==> src/rtl/ldpag_pkg.sv <==
// ----------------------------------------------------------------------------
// ldpag_pkg
// Shared types, register indexes and helper functions for the LFSR dissolve
// pixel address generator.
// ----------------------------------------------------------------------------
package ldpag_pkg;

   localparam int DIM_BITS = 12;
   localparam int ST_W     = 2 * DIM_BITS;
   localparam int CSR_W    = 13;
   localparam int CSR_IDX_W = 3;
   localparam int CNT_W    = $clog2(DIM_BITS + 1);
   localparam int TOT_W    = $clog2(ST_W + 1);

   localparam logic [CSR_IDX_W-1:0] CSR_SRC_WIDTH     = 3'd0;
   localparam logic [CSR_IDX_W-1:0] CSR_SRC_HEIGHT    = 3'd1;
   localparam logic [CSR_IDX_W-1:0] CSR_PLACE_X       = 3'd2;
   localparam logic [CSR_IDX_W-1:0] CSR_PLACE_Y       = 3'd3;
   localparam logic [CSR_IDX_W-1:0] CSR_SCREEN_WIDTH  = 3'd4;
   localparam logic [CSR_IDX_W-1:0] CSR_SCREEN_HEIGHT = 3'd5;

   typedef struct packed {
      logic [DIM_BITS-1:0] src_width;
      logic [DIM_BITS-1:0] src_height;
      logic signed [12:0]  place_x;
      logic signed [12:0]  place_y;
      logic [12:0]         screen_width;
      logic [12:0]         screen_height;
   } cfg_type;

   // one decoded tick, handed from the front to the back
   typedef struct packed {
      logic                busy;
      logic                last;
      logic                pixel;
      logic [DIM_BITS-1:0] row;
      logic [DIM_BITS-1:0] col;
   } cmd_type;

   function automatic logic [CNT_W-1:0] bits_needed(input logic [DIM_BITS-1:0] v);
      logic [CNT_W-1:0] n;
      n = '0;
      for (int i = 0; i < DIM_BITS; i++) begin
         if (v[i]) n = CNT_W'(i + 1);
      end
      return n;
   endfunction

   // maximal-length Galois tap masks, indexed by register length
   function automatic logic [ST_W-1:0] tap_mask(input logic [TOT_W-1:0] len);
      logic [ST_W-1:0] t;
      unique case (len)
         5'd2:    t = 24'h000003;
         5'd3:    t = 24'h000006;
         5'd4:    t = 24'h00000C;
         5'd5:    t = 24'h000014;
         5'd6:    t = 24'h000030;
         5'd7:    t = 24'h000060;
         5'd8:    t = 24'h0000B8;
         5'd9:    t = 24'h000110;
         5'd10:   t = 24'h000240;
         5'd11:   t = 24'h000500;
         5'd12:   t = 24'h000CA0;
         5'd13:   t = 24'h001B00;
         5'd14:   t = 24'h003500;
         5'd15:   t = 24'h006000;
         5'd16:   t = 24'h00B400;
         5'd17:   t = 24'h012000;
         5'd18:   t = 24'h020400;
         5'd19:   t = 24'h072000;
         5'd20:   t = 24'h090000;
         5'd21:   t = 24'h140000;
         5'd22:   t = 24'h300000;
         5'd23:   t = 24'h400000;
         5'd24:   t = 24'hD80000;
         default: t = '0;
      endcase
      return t;
   endfunction

endpackage

==> src/rtl/ldpag_front.sv <==
// ----------------------------------------------------------------------------
// ldpag_front
// Takes restart/advance beats, runs the sequence phase and the LFSR, and
// pushes one decoded pixel command per beat.
// ----------------------------------------------------------------------------
module ldpag_front (
   input  logic               clock,
   input  logic               reset,
   input  ldpag_pkg::cfg_type cfg,
   input  logic               req_valid,
   output logic               req_ready,
   input  logic               req_restart,
   input  logic               q_ready,
   output logic               q_push,
   output ldpag_pkg::cmd_type q_cmd
);

   typedef enum logic [1:0] {
      PH_IDLE  = 2'd0,
      PH_RUN   = 2'd1,
      PH_FINAL = 2'd2
   } phase_type;

   phase_type                      phase_ff, phase_in, phase_cur;
   logic [ldpag_pkg::ST_W-1:0]     shift_ff, shift_in;
   logic [ldpag_pkg::ST_W-1:0]     st_cur, e, stepped, regmask, taps;
   logic [ldpag_pkg::CNT_W-1:0]    rw, cw;
   logic [ldpag_pkg::TOT_W-1:0]    total;
   logic [ldpag_pkg::ST_W:0]       mask_wide;
   logic [ldpag_pkg::DIM_BITS:0]   col_mask;
   logic                           empty;

   assign req_ready = q_ready;
   assign q_push    = req_valid && q_ready;

   always_comb begin
      rw        = ldpag_pkg::bits_needed(cfg.src_height);
      cw        = ldpag_pkg::bits_needed(cfg.src_width);
      total     = ldpag_pkg::TOT_W'(rw) + ldpag_pkg::TOT_W'(cw);
      mask_wide = ((ldpag_pkg::ST_W+1)'(1) << total) - (ldpag_pkg::ST_W+1)'(1);
      regmask   = mask_wide[ldpag_pkg::ST_W-1:0];
      taps      = ldpag_pkg::tap_mask(total);
      col_mask  = ((ldpag_pkg::DIM_BITS+1)'(1) << cw) - (ldpag_pkg::DIM_BITS+1)'(1);
      empty     = (cfg.src_width == '0) || (cfg.src_height == '0);

      if (req_restart) begin
         st_cur    = ldpag_pkg::ST_W'(1);
         phase_cur = empty ? PH_FINAL : PH_RUN;
      end else begin
         st_cur    = shift_ff;
         phase_cur = phase_ff;
      end

      e       = st_cur & regmask;
      stepped = (e[0] ? ((e >> 1) ^ taps) : (e >> 1)) & regmask;

      q_cmd       = '0;
      shift_in    = st_cur;
      phase_in    = PH_IDLE;
      unique case (phase_cur)
         PH_RUN: begin
            q_cmd.busy  = 1'b1;
            q_cmd.pixel = 1'b1;
            q_cmd.row   = ldpag_pkg::DIM_BITS'(e >> cw);
            q_cmd.col   = e[ldpag_pkg::DIM_BITS-1:0] & col_mask[ldpag_pkg::DIM_BITS-1:0];
            shift_in    = stepped;
            phase_in    = (stepped == ldpag_pkg::ST_W'(1)) ? PH_FINAL : PH_RUN;
         end
         PH_FINAL: begin
            // pixel (0,0) is never visited by the LFSR; an empty image writes nothing
            q_cmd.busy  = 1'b1;
            q_cmd.last  = 1'b1;
            q_cmd.pixel = !empty;
         end
         default: begin
            phase_in = PH_IDLE;
         end
      endcase
   end

   always_ff @(posedge clock) begin
      if (reset) begin
         phase_ff <= PH_IDLE;
         shift_ff <= '0;
      end else if (q_push) begin
         phase_ff <= phase_in;
         shift_ff <= shift_in;
      end
   end

endmodule

==> src/rtl/ldpag_queue.sv <==
// ----------------------------------------------------------------------------
// ldpag_queue
// Two-entry command queue between the front and the back.
// ----------------------------------------------------------------------------
module ldpag_queue (
   input  logic               clock,
   input  logic               reset,
   input  logic               push,
   input  ldpag_pkg::cmd_type push_cmd,
   output logic               not_full,
   input  logic               pop,
   output logic               not_empty,
   output ldpag_pkg::cmd_type head_cmd
);

   ldpag_pkg::cmd_type mem_ff [2];
   logic               wr_ptr_ff, wr_ptr_in;
   logic               rd_ptr_ff, rd_ptr_in;
   logic [1:0]         count_ff, count_in;

   assign not_full  = (count_ff != 2'd2);
   assign not_empty = (count_ff != 2'd0);
   assign head_cmd  = mem_ff[rd_ptr_ff];

   always_comb begin
      wr_ptr_in = wr_ptr_ff ^ push;
      rd_ptr_in = rd_ptr_ff ^ pop;
      count_in  = count_ff + 2'(push) - 2'(pop);
   end

   always_ff @(posedge clock) begin
      if (push) mem_ff[wr_ptr_ff] <= push_cmd;
   end

   always_ff @(posedge clock) begin
      if (reset) begin
         wr_ptr_ff <= 1'b0;
         rd_ptr_ff <= 1'b0;
         count_ff  <= 2'd0;
      end else begin
         wr_ptr_ff <= wr_ptr_in;
         rd_ptr_ff <= rd_ptr_in;
         count_ff  <= count_in;
      end
   end

endmodule

==> src/rtl/ldpag_back.sv <==
// ----------------------------------------------------------------------------
// ldpag_back
// Clips a pixel command against image and screen, forms the source index
// and target address, and holds the result beat until taken.
// ----------------------------------------------------------------------------
module ldpag_back (
   input  logic               clock,
   input  logic               reset,
   input  ldpag_pkg::cfg_type cfg,
   input  logic               q_not_empty,
   input  ldpag_pkg::cmd_type q_cmd,
   output logic               q_pop,
   output logic               rsp_valid,
   input  logic               rsp_ready,
   output logic               rsp_write_enable,
   output logic [23:0]        rsp_source_index,
   output logic [11:0]        rsp_target_x,
   output logic [11:0]        rsp_target_y,
   output logic               rsp_last,
   output logic               rsp_busy_res
);

   logic               valid_ff;
   logic               we_ff, we_in;
   logic [23:0]        index_ff, index_in;
   logic [11:0]        tx_ff, tx_in, ty_ff, ty_in;
   logic               last_ff, busy_ff;
   logic signed [14:0] tx, ty;
   logic [23:0]        prod;
   logic               x_ok, y_ok;

   assign q_pop = q_not_empty && (!valid_ff || rsp_ready);

   always_comb begin
      tx   = 15'(cfg.place_x) + $signed({3'b000, q_cmd.col});
      ty   = 15'(cfg.place_y) + $signed({3'b000, q_cmd.row});
      prod = q_cmd.row * cfg.src_width;
      // on screen: not negative, no wider than 12 bits, below the screen size
      x_ok = !tx[14] && (tx[13:12] == 2'b00) && ({1'b0, tx[11:0]} < cfg.screen_width);
      y_ok = !ty[14] && (ty[13:12] == 2'b00) && ({1'b0, ty[11:0]} < cfg.screen_height);
      we_in = q_cmd.pixel && (q_cmd.row < cfg.src_height) &&
              (q_cmd.col < cfg.src_width) && x_ok && y_ok;
      index_in = we_in ? (prod + 24'(q_cmd.col)) : '0;
      tx_in    = we_in ? tx[11:0] : '0;
      ty_in    = we_in ? ty[11:0] : '0;
   end

   always_ff @(posedge clock) begin
      if (reset) begin
         valid_ff <= 1'b0;
      end else if (q_pop) begin
         valid_ff <= 1'b1;
      end else if (rsp_ready) begin
         valid_ff <= 1'b0;
      end
   end

   always_ff @(posedge clock) begin
      if (q_pop) begin
         we_ff    <= we_in;
         index_ff <= index_in;
         tx_ff    <= tx_in;
         ty_ff    <= ty_in;
         last_ff  <= q_cmd.last;
         busy_ff  <= q_cmd.busy;
      end
   end

   assign rsp_valid        = valid_ff;
   assign rsp_write_enable = we_ff;
   assign rsp_source_index = index_ff;
   assign rsp_target_x     = tx_ff;
   assign rsp_target_y     = ty_ff;
   assign rsp_last         = last_ff;
   assign rsp_busy_res     = busy_ff;

endmodule

==> src/rtl/lfsr_dissolve_pixel_address_generator_core.sv <==
// ----------------------------------------------------------------------------
// lfsr_dissolve_pixel_address_generator_core
// Pseudo-random pixel order for a dissolve: LFSR front, two-entry queue,
// clip and address back end.
// ----------------------------------------------------------------------------
// Every request beat (restart or advance) yields exactly one response beat.
// The block takes one beat per cycle while the queue has room; the sustained
// rate is one pixel per clock while rsp_ready holds, with a combinational LFSR
// step in the front and the registered multiply-add in the back. A two-entry
// queue lets either side stall on its own. Registers are written through the
// csr_ port (index 0 image width, 1 image height, 2 place x, 3 place y, 4
// screen width, 5 screen height) and are used live on every tick.
module lfsr_dissolve_pixel_address_generator_core (
   input  logic        clock,
   input  logic        reset,
   input  logic        csr_we,
   input  logic [2:0]  csr_index,
   input  logic [12:0] csr_wdata,
   input  logic        req_valid,
   output logic        req_ready,
   input  logic        req_restart,
   output logic        rsp_valid,
   input  logic        rsp_ready,
   output logic        rsp_write_enable,
   output logic [23:0] rsp_source_index,
   output logic [11:0] rsp_target_x,
   output logic [11:0] rsp_target_y,
   output logic        rsp_last,
   output logic        rsp_busy_res
);

   ldpag_pkg::cfg_type cfg_ff;
   ldpag_pkg::cmd_type push_cmd, head_cmd;
   logic               q_push, q_pop, q_not_full, q_not_empty;

   always_ff @(posedge clock) begin
      if (reset) begin
         cfg_ff.src_width     <= 12'd1;
         cfg_ff.src_height    <= 12'd1;
         cfg_ff.place_x       <= 13'sd0;
         cfg_ff.place_y       <= 13'sd0;
         cfg_ff.screen_width  <= 13'd320;
         cfg_ff.screen_height <= 13'd240;
      end else if (csr_we) begin
         unique case (csr_index)
            ldpag_pkg::CSR_SRC_WIDTH:     cfg_ff.src_width     <= csr_wdata[11:0];
            ldpag_pkg::CSR_SRC_HEIGHT:    cfg_ff.src_height    <= csr_wdata[11:0];
            ldpag_pkg::CSR_PLACE_X:       cfg_ff.place_x       <= $signed(csr_wdata);
            ldpag_pkg::CSR_PLACE_Y:       cfg_ff.place_y       <= $signed(csr_wdata);
            ldpag_pkg::CSR_SCREEN_WIDTH:  cfg_ff.screen_width  <= csr_wdata;
            ldpag_pkg::CSR_SCREEN_HEIGHT: cfg_ff.screen_height <= csr_wdata;
            default: ;
         endcase
      end
   end

   ldpag_front u_front (
      .clock       (clock),
      .reset       (reset),
      .cfg         (cfg_ff),
      .req_valid   (req_valid),
      .req_ready   (req_ready),
      .req_restart (req_restart),
      .q_ready     (q_not_full),
      .q_push      (q_push),
      .q_cmd       (push_cmd)
   );

   ldpag_queue u_queue (
      .clock     (clock),
      .reset     (reset),
      .push      (q_push),
      .push_cmd  (push_cmd),
      .not_full  (q_not_full),
      .pop       (q_pop),
      .not_empty (q_not_empty),
      .head_cmd  (head_cmd)
   );

   ldpag_back u_back (
      .clock            (clock),
      .reset            (reset),
      .cfg              (cfg_ff),
      .q_not_empty      (q_not_empty),
      .q_cmd            (head_cmd),
      .q_pop            (q_pop),
      .rsp_valid        (rsp_valid),
      .rsp_ready        (rsp_ready),
      .rsp_write_enable (rsp_write_enable),
      .rsp_source_index (rsp_source_index),
      .rsp_target_x     (rsp_target_x),
      .rsp_target_y     (rsp_target_y),
      .rsp_last         (rsp_last),
      .rsp_busy_res     (rsp_busy_res)
   );

   a_we_busy: assert property (@(posedge clock) disable iff (reset)
      rsp_valid && rsp_write_enable |-> rsp_busy_res)
      else $error("write beat outside a sequence");

   a_last_busy: assert property (@(posedge clock) disable iff (reset)
      rsp_valid && rsp_last |-> rsp_busy_res)
      else $error("last mark outside a sequence");

   a_clipped_zero: assert property (@(posedge clock) disable iff (reset)
      rsp_valid && !rsp_write_enable |->
         (rsp_source_index == '0) && (rsp_target_x == '0) && (rsp_target_y == '0))
      else $error("clipped beat carries an address");

   a_reset_empty: assert property (@(posedge clock)
      $past(reset) |-> !rsp_valid)
      else $error("response valid straight after reset");

endmodule
==> config.mk <==
export PLATFORM = sky130hd
export DESIGN_NAME = lfsr_dissolve_pixel_address_generator_core
export DESIGN_NICKNAME = d
export VERILOG_FILES = /design/src/rtl/ldpag_pkg.sv /design/src/rtl/ldpag_front.sv /design/src/rtl/ldpag_queue.sv /design/src/rtl/ldpag_back.sv /design/src/rtl/lfsr_dissolve_pixel_address_generator_core.sv
export SDC_FILE = /design/constraint.sdc
export NUM_CORES = 1
export LEC_CHECK = 0
export CORE_MARGIN = 5
export CORE_UTILIZATION = 23
export CTS_BUF_LIST = sky130_fd_sc_hd__clkbuf_16
export CTS_CLUSTER_SIZE = 40
export DETAILED_ROUTE_END_ITERATION = 10
export DONT_BUFFER_PORTS = 1
export PLACE_DENSITY = 0.41
export SKIP_LAST_GASP = 1
export SLEW_MARGIN = 15
export SYNTH_ARGS = -nofsm -noshare
export SYNTH_HDL_FRONTEND = slang
export SYNTH_SLANG_ARGS = --single-unit
==> constraint.sdc <==
create_clock -name clock -period 20.2 [get_ports clock]
set_clock_uncertainty 0.15 [all_clocks]
set_input_delay 2.02 -clock clock [delete_from_list [all_inputs] [get_ports clock]]
set_output_delay 2.02 -clock clock [all_outputs]
set_load 0.02 [all_outputs]
==> reports/metrics.csv <==
stage;metric;value;unit
logic_synthesis;prevailing post-synth register cell;dfxtp_1;
routing;vias post-DR;15300;
sta;Least-Margin Pin Slew;1.10;ns
pwr;static leakage;8.06;nW
floorplanning;die area;85900;um^2
layout;most common cell after layout, fill and taps aside;nand2_1;
sta;Hold Slack;0.306;ns
logic_synthesis;Area contributors post-synth;edfxtp_1 (17%), fa_1 (12%), dfxtp_1 (12%);
sta;# setup viols final;0;
floorplanning;number of I/O pins;75;
setup_path;cell-by-cell listing of the critical path;nor2b_1 > o21ai_0 > a21oi_1 > o211ai_1 > o211ai_1 > nand2_1 > inv_2 > ha_1 > fa_1 > inv_1 > ha_1 > nand2_1 > a21oi_1 > inv_1 > ha_1 > nor2b_1 > o311ai_1 > nand3_1 > xnor2_1 > a2111oi_4 > o2111ai_1 > or4_1 > nor4_2 > o32ai_1;
place;DP Area;19500;um^2
setup_path;startpoint type of the worst setup path;flop;
clock_network;H-tree level count;1;
setup_path;critical register-to-register path startpoint;cfg_ff[64];
sta;Max-slew headroom;0.250;
setup_path;CP Data Arrival Time;9.07;ns
clock_network;CTS Buffer Depth;3;
place;Post-DP HPWL;49600;um
logic_synthesis;post-synthesis area per instance;8.67;um^2
clock_network;Setup Buffers After CTS;0;
logic_synthesis;Post-synth ARST share;0;
outcome;status;complete, no violations;
pwr;Peak VDD IR;0.0542;mV
sta;final worst setup slack;11.43;ns
clock_network;insertion delay to the later sink of the worst-skew pair;0.61;ns
grt;Total GRT Usage;0.148;
sta;final period utilization;0.434;
setup_path;Register-to-Register Setup Slack;11.43;ns
clock_network;total CTS buffers;29;
clock_network;clock sink total;212;
setup_path;Crit. End Element;flop;
job;Max Cap Viol;0;
setup_path;Max Fanout on Critical Path;21;
pwr;pwr dens;110;nW/um^2
setup_path;WS Path Type;flop to flop;
logic_synthesis;post-synth top area share;0.171;
layout;final instance area;20400;um^2
floorplanning;# rows;103;
layout;area occupied by multi-input gates;11900;um^2
floorplanning;Core ar.;79300;um^2
clock_network;hold_buf cts;0;
logic_synthesis;Synth warnings;0;
logic_synthesis;cell count after synthesis;2125;
worst_hold_path;Hold Crit Depth;2;
logic_synthesis;Seq/Total Area, Yosys;0.287;
layout;fill count;8596;
logic_synthesis;number of synthesized flops with an enable pin;105;
setup_path;cell count of the worst reg-to-reg path;24;
place;Post-Place Worst Slack;11.54;ns
worst_hold_path;Hold Path End;cfg_ff[2];
setup_path;Most common cell on crit path;ha_1;
sta;final worst path period need;8.77;ns
place;Placed Instances;3095;
grt;largest net degree at the start of global routing;110;
place;final RePlAce weighted congestion;0.897;
routing;WL per Instance;20.7;um
routing;DRT iter0 DRCs;1067;
routing;Post-Route WL;65200;um
layout;Util after Layout;0.258;
routing;DRT Pass-1 Iters;7;
clock_network;CTS Root Cell;clkbuf_16;
setup_path;Required @ worst endpoint;20.50;ns
sta;Fmax;0.114;GHz
clock_network;clk slew on worst S/H paths;0.06;ns
layout;layout cells sized above 1;0.0629;
logic_synthesis;flops & latches, synth;212;
logic_synthesis;Yosys cell types;92;
worst_hold_path;HP Start;cfg_ff[2];
layout;Layout Cells excl Fill;3149;
clock_network;clock tree from TritonCTS;yes;
grt;grt ovf;0;
routing;remaining antenna violation count;0;
logic_synthesis;Synthesized Nets;2415;
floorplanning;die height;293;um
sta;Final Hold Fails;0;
worst_hold_path;HP Class;flop to flop;
sta;Pins Over Slew Limit;0;
routing;Residual DRC;0;
clock_network;PostCTS Resize Cnt;0;
setup_path;Worst path max stage delay;0.67;ns
layout;most frequent cells in the layout;nand2_1 (343), inv_1 (220), a21oi_1 (169), nor2_1 (158), ha_1 (154);
pwr;overall power;2.24;mW
floorplanning;Initial Util;0.232;
sta;RSZ-0062 raised after global routing;false;
sta;setup TNS;0;ns
place;IO Port Bufs;0;
grt;initial antenna violation count;0;
setup_path;reg-to-reg critical path endpoint;u_front.phase_ff[0];
grt;global-route wire length before repair;98800;um
logic_synthesis;Syn Std Cell Area;18400;um^2
layout;fin nets;2366;
floorplanning;die width;293;um
layout;Area growth syn-to-layout;11.0;%
layout;diode count;0;
layout;storage element area;5300;um^2
logic_synthesis;leading area contributor after synthesis;edfxtp_1;
setup_path;critical path's slowest cell;nand2_1;
grt;number of global-route vias before repair;15500;
routing;Vias/cell;4.85;
-- layer usage --
layer | global-route usage | part of all wire | up-vias | routed length (um)
met5 | 0 | 0 | - | 0
met1 | 0.195 | 0.44 | 7553 | 28900
met2 | 0.263 | 0.49 | 401 | 32200
met4 | 0.0323 | 0.024 | 0 | 1540
met3 | 0.0160 | 0.040 | 68 | 2610
li1 | - | - | 7245 | -
-- report_power, final --
part / internal (mW) / total, mW / leakage, nW / switching [mW]
Sequential: 0.537 / 0.617 / 1.88 / 0.0795
Combinational: 0.388 / 1.12 / 5.72 / 0.729
Clock: 0.284 / 0.505 / 0.458 / 0.221
Total: 1.21 / 2.24 / 8.06 / 1.03
-- worst max path at each step --
stage	end	slack, ns	startpoint	cells after the start
finish	u_front.phase_ff[0]	11.43	cfg_ff[64]	24
global route	u_front.phase_ff[0]	10.55	cfg_ff[64]	24
CTS	u_front.phase_ff[0]	11.43	cfg_ff[64]	24
detailed placement	u_front.phase_ff[0]	11.54	cfg_ff[67]	24
global placement	u_front.phase_ff[0]	11.69	cfg_ff[64]	26
floorplan	u_back.rsp_source_index[21]	13.58	u_queue.rd_ptr_ff	27
-- cells by family (layout without fill, tap and decap cells) --
| group | after synthesis | count (layout) | synth area share |
|---|---|---|---|
| AOI/OAI and AO/OA | 439 | 439 | 0.157 |
| muxes | 58 | 58 | 0.0342 |
| buffers and inverters | 322 | 296 | 0.0671 |
| and+or+nand+nor | 761 | 761 | 0.193 |
| DFF | 212 | 212 | 0.287 |
| adders and majority gates | 268 | 268 | 0.228 |
| xor gates and xnor gates | 65 | 65 | 0.0325 |
-- state kept, by name, summed over array words and instances, names as in the netlist --
signal / flops
u_queue.wr_ptr_ff: 1
u_back.rsp_valid: 1
u_back.rsp_target_y: 12
u_back.rsp_target_x: 12
u_back.rsp_busy_res: 1
u_queue.count_ff: 2
u_queue.rd_ptr_ff: 1
u_back.rsp_write_enable: 1
u_back.rsp_source_index: 24
u_back.rsp_last: 1
u_queue.mem_ff: 54
u_front.shift_ff: 24
u_front.phase_ff: 2
cfg_ff: 76
-- final cells by class --
class,instances,area share
clock buffers,30,0.0367
clock inverters,24,0.00857
repair buffers,21,0.00771
well taps,1050,0.0643
flip-flops and latches,212,0.259
multi-input cells,1591,0.583
inverters,221,0.0406
-- cell usage after synthesis (28+ instances only) --
cell type	count
fa_1	114
edfxtp_1	105
inv_1	216
dfxtp_1	107
nand3_1	34
and2_1	47
a21oi_1	169
nor2_1	158
nand2_1	343
nor3_1	40
mux2i_1	28
mux2_2	29
clkbuf_1	80
ha_1	154
o21ai_0	67
xnor2_1	38
-- worst max-delay path: cells and delay by family (launching register included) --
kind / cells / cell delay (ns)
adder cells (fa/ha/maj): 4 / 2.09
flip-flops: 1 / 0.60
AO/OA/AOI/OAI: 9 / 2.15
XOR/XNOR: 1 / 0.26
AND/OR/NAND/NOR: 7 / 2.58
buffers and inverters: 3 / 0.78
Note: power is estimated with default switching activity, not from simulation.
